### src/rtl/core/lnlb_pkg.sv
// ----------------------------------------------------------------------------
// lnlb_pkg
// Shared sizes, codes and control types of the last-N-lines buffer.
// ----------------------------------------------------------------------------
package lnlb_pkg;

  // Ring geometry
  localparam int LINE_SLOTS     = 128;
  localparam int MAX_LINE_BYTES = 128;

  localparam int SLOT_W      = $clog2(LINE_SLOTS);
  localparam int OFF_W       = $clog2(MAX_LINE_BYTES);
  localparam int CNT_W       = $clog2(LINE_SLOTS + 1);
  localparam int STORE_DEPTH = LINE_SLOTS * (2 ** OFF_W);

  // Field widths
  localparam int BYTE_W = 8;
  localparam int CMD_W  = 2;
  localparam int SHOW_W = 8;

  localparam logic [BYTE_W-1:0] NEWLINE_CODE = 8'd10;
  localparam logic [SHOW_W-1:0] DEFAULT_SHOW = 8'd10;

  // Request kinds
  typedef enum logic [CMD_W-1:0] {
    CMD_BYTE  = 2'd0,
    CMD_END   = 2'd1,
    CMD_DRAIN = 2'd2
  } cmd_t;

  // Controller to datapath
  typedef struct packed {
    logic latch_in;
    logic write_byte;
    logic close_open;
    logic set_window;
    logic read_step;
    logic load_empty;
  } ctrl_cmd_t;

  // Datapath to controller
  typedef struct packed {
    logic draining;
    logic lines_left_zero;
    logic out_free;
  } dp_status_t;

  // Next slot round the ring
  function automatic logic [SLOT_W-1:0] slot_after(input logic [SLOT_W-1:0] s);
    logic [SLOT_W-1:0] r;
    if (s == SLOT_W'(LINE_SLOTS - 1)) begin
      r = '0;
    end else begin
      r = s + SLOT_W'(1);
    end
    return r;
  endfunction

endpackage

### src/rtl/core/lnlb_ctrl.sv
// ----------------------------------------------------------------------------
// lnlb_ctrl
// Request sequencer: takes one request, steps the datapath through it.
// ----------------------------------------------------------------------------
module lnlb_ctrl (
  input  logic                          clk,
  input  logic                          rst,
  input  logic                          req_valid,
  input  logic [lnlb_pkg::CMD_W-1:0]    req_cmd,
  output logic                          req_ready,
  input  lnlb_pkg::dp_status_t          status,
  output lnlb_pkg::ctrl_cmd_t           cmd
);

  typedef enum logic [2:0] {
    ST_IDLE,
    ST_WRITE,
    ST_CLOSE,
    ST_WINDOW,
    ST_READ,
    ST_EMIT,
    ST_EMPTY
  } state_t;

  state_t state;
  state_t state_next;

  // Next state
  always_comb begin
    state_next = state;
    case (state)
      ST_IDLE: begin
        if (req_valid) begin
          case (req_cmd)
            lnlb_pkg::CMD_BYTE: begin
              state_next = status.draining ? ST_IDLE : ST_WRITE;
            end
            lnlb_pkg::CMD_END: begin
              state_next = status.draining ? ST_IDLE : ST_CLOSE;
            end
            lnlb_pkg::CMD_DRAIN: begin
              state_next = (status.draining && !status.lines_left_zero) ? ST_READ : ST_EMPTY;
            end
            default: begin
              state_next = ST_IDLE;
            end
          endcase
        end
      end
      ST_WRITE:  state_next = ST_IDLE;
      ST_CLOSE:  state_next = ST_WINDOW;
      ST_WINDOW: state_next = ST_IDLE;
      ST_READ:   state_next = ST_EMIT;
      ST_EMIT:   state_next = status.out_free ? ST_IDLE : ST_EMIT;
      ST_EMPTY:  state_next = status.out_free ? ST_IDLE : ST_EMPTY;
      default:   state_next = ST_IDLE;
    endcase
  end

  // State register
  always_ff @(posedge clk) begin
    if (rst) begin
      state <= ST_IDLE;
    end else begin
      state <= state_next;
    end
  end

  // Commands to the datapath
  assign req_ready      = (state == ST_IDLE);
  assign cmd.latch_in   = (state == ST_IDLE) && req_valid;
  assign cmd.write_byte = (state == ST_WRITE);
  assign cmd.close_open = (state == ST_CLOSE);
  assign cmd.set_window = (state == ST_WINDOW);
  assign cmd.read_step  = (state == ST_EMIT) && status.out_free;
  assign cmd.load_empty = (state == ST_EMPTY) && status.out_free;

endmodule

### config.mk
export PLATFORM = sky130hd
export DESIGN_NAME = lnlb_ctrl
export DESIGN_NICKNAME = d
export VERILOG_FILES = /design/src/rtl/core/lnlb_pkg.sv /design/src/rtl/core/lnlb_ctrl.sv
export SDC_FILE = /design/constraint.sdc
export NUM_CORES = 1
export LEC_CHECK = 0
export ABC_AREA = 1
export BUFFER_PORTS_ARGS = -buffer_cell sky130_fd_sc_hd__buf_2
export CORE_AREA = 2 2 39 41
export DETAILED_ROUTE_END_ITERATION = 8
export DIE_AREA = 0 0 41 43
export GPL_TIMING_DRIVEN = 0
export SKIP_LAST_GASP = 1
export SLEW_MARGIN = 15
export SYNTH_ARGS = -nofsm -noshare
export SYNTH_HDL_FRONTEND = slang
export SYNTH_SLANG_ARGS = --single-unit
### constraint.sdc
create_clock -name clk -period 2.3 [get_ports clk]
set_input_delay 0.575 -clock clk [delete_from_list [all_inputs] [get_ports clk]]
set_output_delay 0.575 -clock clk [all_outputs]
set_load 0.01 [all_outputs]
* Word level (Yosys, flattened, before mapping)
Cells that the tools add are included.
** Storage, ports and cells
- Register bits :: 3
- Input port bits :: 8
- Output and inout port bits :: 7
- Logic and storage cells :: 25
** Cells by class
- Equality and inequality tests :: 9
- Muxes and demuxes :: 8
- Reduce and logical (&&, ||, !) cells :: 7
** Operators by type and width (count)
- $pmux 3 s5 :: 1
- $eq 3x3->1 const B :: 3
- $mux 3 :: 3
- $pmux 3 s3 :: 1
- $eq 3x2->1 const B :: 2
- $logic_and 1x1->1 :: 4
- $mux 2 :: 2
- $eq 3x1->1 const B :: 1
- $logic_not 3->1 :: 1
- $eq 2x1->1 const B :: 1
- $eq 2x2->1 const B :: 1
- $logic_not 2->1 :: 1
- $ne 2x2->1 const B :: 1
- $logic_not 1->1 :: 1
- $mux 1 :: 1

* Depth between registers and ports, before layout
Gate-level depths: netlist of the first run.
- Depth in word-level cells :: 6
- Mapped depth :: 7
- Depth with buffers taken out :: 7

* Worst setup path after synthesis of the first run
No wires, ideal clock.
- Kind :: in2out
- Start :: in status[0] (netlist name)
- End :: out cmd[0] (netlist name)
- Data arrival time :: 0.965 ns
- Required time :: 1.725 ns
- Path slack :: 0.760 ns
- Stages :: 2
- Buffers on the path :: 0
- Cell sequence :: inv_1 nor4_1
** RTL lines
- start, declared :: RTL line lnlb_ctrl.sv:11 : input lnlb_pkg::dp_status_t status,
- end, declared :: RTL line lnlb_ctrl.sv:12 : output lnlb_pkg::ctrl_cmd_t cmd

==> impl_results.md, run 1 <==
* Port Buffers at 14
* Pre-CTS WS at 0.690 ns
* Root Buffer: clkbuf_4
* Slew HR at 0.851
* # rows at 14
* Nets at 77
* DRC violations left at 0
* Post-Place Cell Area at 348 um2
* Fin Setup TNS at 0 ns
* Worst Tran Pin Value at 0.223 ns
* Final estimated routing congestion in global placement at 0.727
* Ant diodes at 0
* Grt met2 use at 0.134
* Slowest stage delay, CP at 0.40 ns
* Initial antenna violation count at 0
* CP Data Required Time at 1.73 ns
* Outcome: finished clean
* Clk buf depth at 2
* Finished Layout Cells at 84
* Initial Utilization at 0.186
* DR WL/cell at 7.23 um
* Post-layout util at 0.270
* Seq/Total Area, Yosys at 0.233
* Ports at 15
* Yosys warns at 0
* Syn Std Cell Area at 258 um2
* Vias/cell at 3.92
* CTS Hold Bufs at 0
* Netlist cell types at 12
* Die Height at 43 um
* Mapped Nets at 58
* Min Tclk post-route at 1.70 ns
* WP data arrival at 1.13 ns
* First-pass GRT wire length at 1130 um
* Global Route met1 Usage at 0.115
* Setup Skew at 0.00137 ns
* Cell count after synthesis at 50
* Static leakage at 0.237 nW
* Slowest stage cell, crit path: dfxtp_1
* Clk pin slew, worst setup/hold paths at 0.04 ns
* Dpl hpwl at 537 um
* Max Cap Violations at 0
* Critical-path cell list: inv_2 -> nor4_1 -> buf_2
* Die Area at 0.00176 mm2
* P&R area growth vs syn at 45.1%
* Final Worst Setup Slack at 0.597 ns
* Final setup violation count at 0
* GRT overflow at 0
* Die W at 41 um
* Final WL at 607 um
* Flops & latches, synth at 3
* Clk_lat worst skew at 0.23 ns
* Maximum vdd ir drop at 0.172 mV
* Crit. End Element: output pin
* Post CTS Setup Buffer Count at 0
* Fin Hold WS at 0.610 ns
* Vias in the first global route at 302
* Setup CP Type: register to output pin
* P per Cell Area at 546 mW/mm2
* Most area-hungry cell type in the Yosys netlist: dfxtp_1
* GRT Resource Usage Total at 0.0973
* Hold Crit Class: input pin to register
* Setup repair after global routing missed its margin: false
* Clock sinks at 3
* Design Area, Final at 374 um2
* Biggest regs: state (3)
* Final Hold Viols at 0
* Most flops, register: state
* # placed instances at 80
* Largest net degree at the start of global routing at 7
* Slew Limit Fails at 0
* DRT antenna net count at 0
* Fraction of layout cells with a size suffix above 1 at 0.338
* Clock buffer count from CTS at 3
* Met3 GRT Util at 0.0314
* Busiest layer in global routing: met2
* Worst-path maximum fanout at 6
* Final cycle utilization of the critical path at 0.740
* Post-CTS resize count at 0
* Top cell type's share of synthesized area at 0.233
* Initial DRT Pass Iterations at 2
* Avg Cell Area, Syn at 5.15 um2
* Core area at 0.00138 mm2
* Top post-synthesis cells by area: dfxtp_1, nand2_1, nor2_1
* H-tree levels at 1
* Worst setup SP type: register
* Max Freq at 587 MHz
* Total number of vias at 329
* Max reg flops at 3
* Pwr Total at 0.204 mW
* CTS tree: done
* DR iter-0 viols at 2
==> Yosys cell counts (all sizes together) <==
cell	count
nand2	15
inv	11
nor2	11
nand3	5
dfxtp	3
o21ai	2
a21oi	1
nor3	1
nor4	1
==> logic make-up after synthesis <==
kind of cell,count (synthesis),synth area share
AND/OR/NAND/NOR,33,0.549
buffers and inverters,11,0.160
AO/OA/AOI/OAI,3,0.0582
flip-flops,3,0.233
==> cell type report <==
| cell class | count | area, um2 |
|---|---|---|
| Multi-Input combinational cell | 36 | 156 |
| Inverter | 11 | 41.3 |
| Timing Repair Buffer | 14 | 70.1 |
| Tap cell | 16 | 20.0 |
| Clock buffer | 4 | 26.3 |
| Sequential cell | 3 | 60.1 |
| Fill cell | 169 | 1010 |
==> power breakdown <==
part           internal (mW)  switching [mW]  total [mW]  leakage, nW
Clock                 0.0649          0.0249      0.0897       0.0150
Combinational         0.0219          0.0327      0.0546        0.198
Sequential            0.0557         0.00427      0.0600       0.0244
==> cells in the final DEF (no fill, tap or decap), drive strengths merged <==
| master | count |
|---|---|
| nor2 | 11 |
| inv | 11 |
| buf | 14 |
| a21oi | 1 |
| dfxtp | 3 |
| nor3 | 1 |
| clkbuf | 4 |
| nand3 | 5 |
| nor4 | 1 |
| o21ai | 2 |
| nand2 | 15 |
==> final timing paths <==
| check | slack, ns | depth (start not counted) | from | endpoint |
|---|---|---|---|---|
| max | 0.60 | 3 | state[2]$_SDFFE_PP0P_ | cmd[0] |
| min | 0.61 | 4 | rst | state[1]$_SDFFE_PP0P_ |
| max reg2reg | 1.32 | 7 | state[0]$_SDFFE_PP0P_ | state[2]$_SDFFE_PP0P_ |
| min reg2reg | 0.65 | 4 | state[2]$_SDFFE_PP0P_ | state[2]$_SDFFE_PP0P_ |
==> routing by layer <==
| layer | wire length (um) | vias up | share of wire |
|---|---|---|---|
| met5 | 0 | - | 0 |
| met4 | 0 | 0 | 0 |
| met3 | 34 | 0 | 0.056 |
| met2 | 305 | 6 | 0.50 |
| met1 | 267 | 137 | 0.44 |
| li1 | - | 186 | - |
==> worst max-delay path: cells and delay by family (launching register included) <==
family,cells,cell delay [ns]
simple gates,1,0.24
flops,1,0.40
buf+inv,2,0.26
Power figures use the tool's default switching activity.
==> run 2: changes to the inputs <==
==> constraint.sdc (replaced) <==
create_clock -name clk -period 1.5 [get_ports clk]
set_input_delay 0.375 -clock clk [delete_from_list [all_inputs] [get_ports clk]]
set_output_delay 0.375 -clock clk [all_outputs]
set_load 0.01 [all_outputs]
==> run 2 against run 1 <==
Global-route usage did not move. Highest routed layer unchanged. Largest cell class unchanged. Critical endpoint unchanged. Core utilization rose by 0.45 points. Combinational power rose by 55%.
==> impl_results.md, run 2 (synthesized netlist as in run 1, its figures left out) <==
* Vias/cell at 3.92 (unchanged)
* Slew HR at 0.834 (-0.0173)
* Most frequent cells in the layout: buf_2, nand2_1, nor2_1, inv_1, nand3_1
* Root Buffer: clkbuf_4
* First-pass GRT wire length at 1130 um (unchanged)
* Die W at 41 um (unchanged)
* Clk_lat worst skew at 0.23 ns (about the same)
* CTS Hold Bufs at 0 (unchanged)
* Setup CP Type: register to output pin
* Hold Crit Class: input pin to register
* Final WL at 614 um (+1.2%)
* Final setup violation count at 0 (unchanged)
* DR iter-0 viols at 2 (unchanged)
* Setup repair after global routing missed its margin: true
* Worst-path maximum fanout at 6 (unchanged)
* DR WL/cell at 7.31 um (+1.2%)
* Vias in the first global route at 302 (unchanged)
* Reg2reg setup slack at 0.50 ns (-0.82 ns)
* Final estimated routing congestion in global placement at 0.727 (unchanged)
* Maximum vdd ir drop at 0.265 mV (+53%)
* Ports at 15 (unchanged)
* Setup Skew at 0.00209 ns (+0.000723 ns)
* Max Cap Violations at 0 (unchanged)
* Fin Setup TNS at 0 ns (unchanged)
* H-tree levels at 1 (unchanged)
* Initial Utilization at 0.186 (unchanged)
* Worst r2r src: state[0]$_SDFFE_PP0P_
* Most flops, register: state
* Static leakage at 0.237 nW (+0.13%)
* Fraction of layout cells with a size suffix above 1 at 0.368 (+0.0294)
* Core area at 0.00138 mm2 (unchanged)
* Final Hold Viols at 0 (unchanged)
* P per Cell Area at 823 mW/mm2 (+51%)
* Port Buffers at 14 (unchanged)
* Outcome: finished clean
* Crit path to: cmd[0]
* Worst Tran Pin Value at 0.249 ns (+0.0260 ns)
* Worst setup SP type: register
* Max Freq at 703 MHz
* Nets at 77 (unchanged)
* Commonest non-fill, non-tap cell in the layout: buf_2
* Post CTS Setup Buffer Count at 0 (unchanged)
* Final cycle utilization of the critical path at 0.949
* Met3 GRT Util at 0.0314 (unchanged)
* Global Route met1 Usage at 0.115 (unchanged)
* Die Height at 43 um (unchanged)
* Reg-to-reg endpoint: state[2]$_SDFFE_PP0P_
* R2r worst-path depth at 7 (unchanged)
* CP Data Required Time at 1.12 ns (-0.61 ns)
* Largest net degree at the start of global routing at 7 (unchanged)
* Clock sinks at 3 (unchanged)
* Total number of vias at 329 (unchanged)
* Busiest layer in global routing: met2
* Crit. End Element: output pin
* Clk buf depth at 2 (unchanged)
* GRT overflow at 0 (unchanged)
* Dpl hpwl at 537 um (unchanged)
* WP data arrival at 1.05 ns (-0.08 ns)
* GRT Resource Usage Total at 0.0973 (unchanged)
* Post-Place Cell Area at 348 um2 (unchanged)
* Design Area, Final at 380 um2 (+1.7%)
* Min Tclk post-route at 1.42 ns
* Clock buffer count from CTS at 3 (unchanged)
* Ant diodes at 0 (unchanged)
* DRC violations left at 0 (unchanged)
* Die Area at 0.00176 mm2 (unchanged)
* Initial DRT Pass Iterations at 2 (unchanged)
* Initial antenna violation count at 0 (unchanged)
* Max reg flops at 3 (unchanged)
* # rows at 14 (unchanged)
* Grt met2 use at 0.134 (unchanged)
* Biggest regs: state (3)
* P&R area growth vs syn at 47.6%
* Clk pin slew, worst setup/hold paths at 0.04 ns (about the same)
* Slew Limit Fails at 0 (unchanged)
* DRT antenna net count at 0 (unchanged)
* CTS tree: done
* Crit. Startpoint: state[2]$_SDFFE_PP0P_
==> run 2: cell types whose count changed in the layout (fill, tap and decap cells not counted) <==
cell	change
dfxtp_1	-1
dfxtp_4	+1
nor2_1	-1
nor2_2	+1
==> run 2: area by class of cell <==
cell class	count	area [um2]
repair buffers	14	70.1
clock buffers	4	26.3
flip-flops and latches	3	63.8
multi-input cells	36	159
fillers	169	1000
well taps	16	20.0
inverters	11	41.3
==> run 2: critical path, cell delays in order (launching register included) <==
cell and delay [ns]:
dfxtp_4 0.36, inv_2 0.06, nor4_1 0.23, buf_2 0.17
==> run 2: where the power goes <==
| part | internal (mW) | switching, mW | total [mW] |
|---|---|---|---|
| Sequential | 0.0848 | 0.00693 | 0.0917 |
| Clock | 0.0994 | 0.0376 | 0.137 |
| Combinational | 0.0339 | 0.0505 | 0.0844 |
| Total | 0.218 | 0.0951 | 0.313 |
==> run 2: layer usage <==
metal  wire length (um)  share of wire  vias up
li1                   -              -      186
met1                271           0.44      137
met2                307           0.50        6
met3                 34          0.055        0
met4                  0              0        0
met5                  0              0        -
==> run 2: how the worst min path moves through the flow <==
| stage | startpoint | end | slack [ns] | depth (start not counted) |
|---|---|---|---|---|
| 6_report | rst | state[1]$_SDFFE_PP0P_ | 0.41 | 4 |
| 2_1_floorplan | rst | state[1]$_SDFFE_PP0P_ | 0.55 | 3 |
| 5_1_grt | rst | state[1]$_SDFFE_PP0P_ | 0.42 | 4 |
| 3_3_place_gp | state[2]$_SDFFE_PP0P_ | state[2]$_SDFFE_PP0P_ | 0.63 | 4 |
| 3_5_place_dp | state[2]$_SDFFE_PP0P_ | state[2]$_SDFFE_PP0P_ | 0.64 | 4 |
| 4_1_cts | rst | state[1]$_SDFFE_PP0P_ | 0.40 | 4 |
==> run 2: timing repair <==
| item | 4_1_cts | 5_1_grt |
|---|---|---|
| pin swaps | 0 | 0 |
| gates resized for setup | 1 | 2 |
| endpoints found under the setup margin | 1 | 2 |
==> run 2: stage by stage <==
| stage | std cells | power (mW) | worst slack (ns) | util | hold WS, ns |
|---|---|---|---|---|---|
| 6_report | 84 | 0.313 | 0.0767 | 0.275 | 0.410 |
| 5_1_grt | 84 | 0.347 | -0.0170 | 0.275 | 0.421 |
| 4_1_cts | 84 | 0.325 | 0.0355 | 0.271 | 0.403 |
| 3_5_place_dp | 80 | 0.178 | 0.229 | 0.251 | 0.645 |
| 3_3_place_gp | 80 | 0.178 | 0.203 | 0.251 | 0.631 |
| 2_1_floorplan | 50 | 0.147 | 0.236 | - | 0.551 |
==> run 3: changes to the inputs <==
--- a/config.mk
+++ b/config.mk
@@ -11,6 +11,7 @@
 export DETAILED_ROUTE_END_ITERATION = 8
 export DIE_AREA = 0 0 41 43
 export GPL_TIMING_DRIVEN = 0
+export PLACE_DENSITY_LB_ADDON = 0.15
 export SKIP_LAST_GASP = 1
 export SLEW_MARGIN = 15
 export SYNTH_ARGS = -nofsm -noshare
==> run 3 against run 2 <==
Sequential share of layout area is the same. Power grew 0.97%. Sequential power is essentially flat. Register-to-register slack lost 0.03 ns. Hold slack gained 0.0022 ns. Setup slack lost 0.014 ns. Design area is the same. Routed wire length grew 6.4%. Largest cell class unchanged. Clock skew grew 0.0011 ns. Core utilization is the same.
==> impl_results.md, run 3 (synthesized netlist as in run 1, its figures left out) <==
* Outcome: finished clean
* Dpl hpwl at 545 um (+1.6%)
* Die Height at 43 um (unchanged)
* P per Cell Area at 831 mW/mm2 (+0.97%)
* Root Buffer: clkbuf_4
* Vias/cell at 3.99 (+1.8%)
* Switching power total at 0.0980 mW (+3.1%)
* Worst Tran Pin Value at 0.253 ns (+0.00407 ns)
* WP data arrival at 1.06 ns (about the same)
* First-pass GRT wire length at 1080 um (-4.2%)
* DR iter-0 viols at 2 (unchanged)
* Reg-to-reg endpoint: state[2]$_SDFFE_PP0P_
* # fillers at 172 (+1.8%)
* Post-layout util at 0.275 (unchanged)
* Initial DRT Pass Iterations at 2 (unchanged)
* Finished Layout Cells at 84 (unchanged)
* Largest net degree at the start of global routing at 7 (unchanged)
* HP Start: rst
* Final cycle utilization of the critical path at 0.958 (+0.00903)
* Maximum vdd ir drop at 0.229 mV (-13%)
* Multi-input gate area at 159 um2 (unchanged)
* Static leakage at 0.237 nW (unchanged)
* Internal Power at 0.218 mW (about the same)
* # placed instances at 80 (unchanged)
* Ports at 15 (unchanged)
* Initial Utilization at 0.186 (unchanged)
* Clk pwr share at 0.443 (+0.005)
* Clock buffer count from CTS at 3 (unchanged)
* Final Hold Viols at 0 (unchanged)
* Pwr Total at 0.316 mW (+0.97%)
* Final setup violation count at 0 (unchanged)
* DRC violations left at 0 (unchanged)
* Core area at 0.00138 mm2 (unchanged)
* Setup repair after global routing missed its margin: true
* Net Sw Frac at 0.310 (+0.00629)
* Worst-path maximum fanout at 6 (unchanged)
* Vias in the first global route at 299 (-0.99%)
* P&R area growth vs syn at 47.6% (unchanged)
* Clk_lat worst skew at 0.23 ns (about the same)
* Setup CP Type: register to output pin
* Max Freq at 696 MHz (-0.94%)
* Clk pin slew, worst setup/hold paths at 0.04 ns (about the same)
* H-tree levels at 1 (unchanged)
* Biggest regs: state (3)
* Crit. End Element: output pin
* Worst setup SP type: register
* Port Buffers at 14 (unchanged)
* Die W at 41 um (unchanged)
* Final estimated routing congestion in global placement at 0.677 (-6.9%)
* CTS Hold Bufs at 0 (unchanged)
* Seq pwr share at 0.291 (-0.002)
* Max Cap Violations at 0 (unchanged)
* Hold Crit Class: input pin to register
* GRT overflow at 0 (unchanged)
* # rows at 14 (unchanged)
* Min Tclk post-route at 1.44 ns (+0.0135 ns)
* GRT Resource Usage Total at 0.0954 (-0.00191)
* Reg2reg setup slack at 0.47 ns (-0.03 ns)
* Post CTS Setup Buffer Count at 0 (unchanged)
* Slew HR at 0.831 (-0.00272)
* Hold path depth at 4 (unchanged)
* Most frequent cells in the layout: buf_2, nand2_1, nor2_1, inv_1, nand3_1
* Slew Limit Fails at 0 (unchanged)
* Total number of vias at 335 (+1.8%)
* Most flops, register: state
* Ant diodes at 0 (unchanged)
* Fin Setup TNS at 0 ns (unchanged)
* Sequential cell area at 63.8 um2 (unchanged)
* Clock sinks at 3 (unchanged)
* Combinational power share at 0.266 (-0.004)
* Worst r2r src: state[0]$_SDFFE_PP0P_
* Initial antenna violation count at 0 (unchanged)
* Clk buf depth at 2 (unchanged)
* DR WL/cell at 7.77 um (+6.4%)
* Commonest non-fill, non-tap cell in the layout: buf_2
* Fraction of layout cells with a size suffix above 1 at 0.368 (unchanged)
* CTS tree: done
* Die Area at 0.00176 mm2 (unchanged)
* Hold path endpoint: state[1]$_SDFFE_PP0P_
* DRT antenna net count at 0 (unchanged)
* Final WL at 653 um (+6.4%)
* Max reg flops at 3 (unchanged)
* CP Data Required Time at 1.12 ns (about the same)
* Setup Skew at 0.00322 ns (+0.00113 ns)
* R2r worst-path depth at 7 (unchanged)
* Nets at 77 (unchanged)
==> run 3: cell counts in the layout (fill, tap and decap cells not counted) <==
No cell type changed its count.
==> run 3: through the flow <==
stage,area (um2),worst slack (ns),hold WS (ns)
after floorplan,258,0.236,0.551
after global placement,348,0.213,0.657
after detailed placement,348,0.213,0.657
after CTS,375,0.0326,0.408
after global routing,380,-0.0159,0.420
final,380,0.0631,0.412
==> run 3: worst max-delay path by stage <==
| stage | endpoint | cells after the start | start |
|---|---|---|---|
| 6_report | cmd[0] | 3 | state[2]$_SDFFE_PP0P_ |
| 5_1_grt | cmd[3] | 5 | state[1]$_SDFFE_PP0P_ |
| 4_1_cts | cmd[0] | 3 | state[2]$_SDFFE_PP0P_ |
| 3_5_place_dp | cmd[0] | 3 | state[2]$_SDFFE_PP0P_ |
| 3_3_place_gp | cmd[0] | 3 | state[2]$_SDFFE_PP0P_ |
| 2_1_floorplan | cmd[0] | 2 | state[2]$_SDFFE_PP0P_ |
==> run 3: layer usage <==
layer  global-route usage  part of all wire  up-vias
met5                    0                 0        -
met4               0.0600                 0        0
met3               0.0628             0.069        0
met2                0.144              0.48        9
met1               0.0900              0.45      140
li1                     -                 -      186
==> run 3: worst max-delay path, cell delays in order (launching register included) <==
cell and delay, ns:
dfxtp_4 0.36, inv_2 0.07, nor4_1 0.23, buf_2 0.17
==> run 3: timing repair <==
action,4_1_cts,5_1_grt
pin swaps,0,0
resized for setup,1,2
setup endpoints to repair,1,2
endpoints found under the hold margin,0,0
==> run 3: power groups by stage <==
stage	clock network (mW)	registers, mW	logic (mW)
finish	0.140	0.0919	0.0842
global route	0.162	0.0929	0.0986
CTS	0.150	0.0925	0.0852
detailed placement	0	0.0934	0.0848
global placement	0	0.0938	0.0858
floorplan	0	0.0918	0.0553
==> run 3: cell type report <==
class / count / area share
Inverter: 11 / 0.109
Tap cell: 16 / 0.0526
Timing Repair Buffer: 14 / 0.184
Multi-Input combinational cell: 36 / 0.418
Clock buffer: 4 / 0.0691
Sequential cell: 3 / 0.168
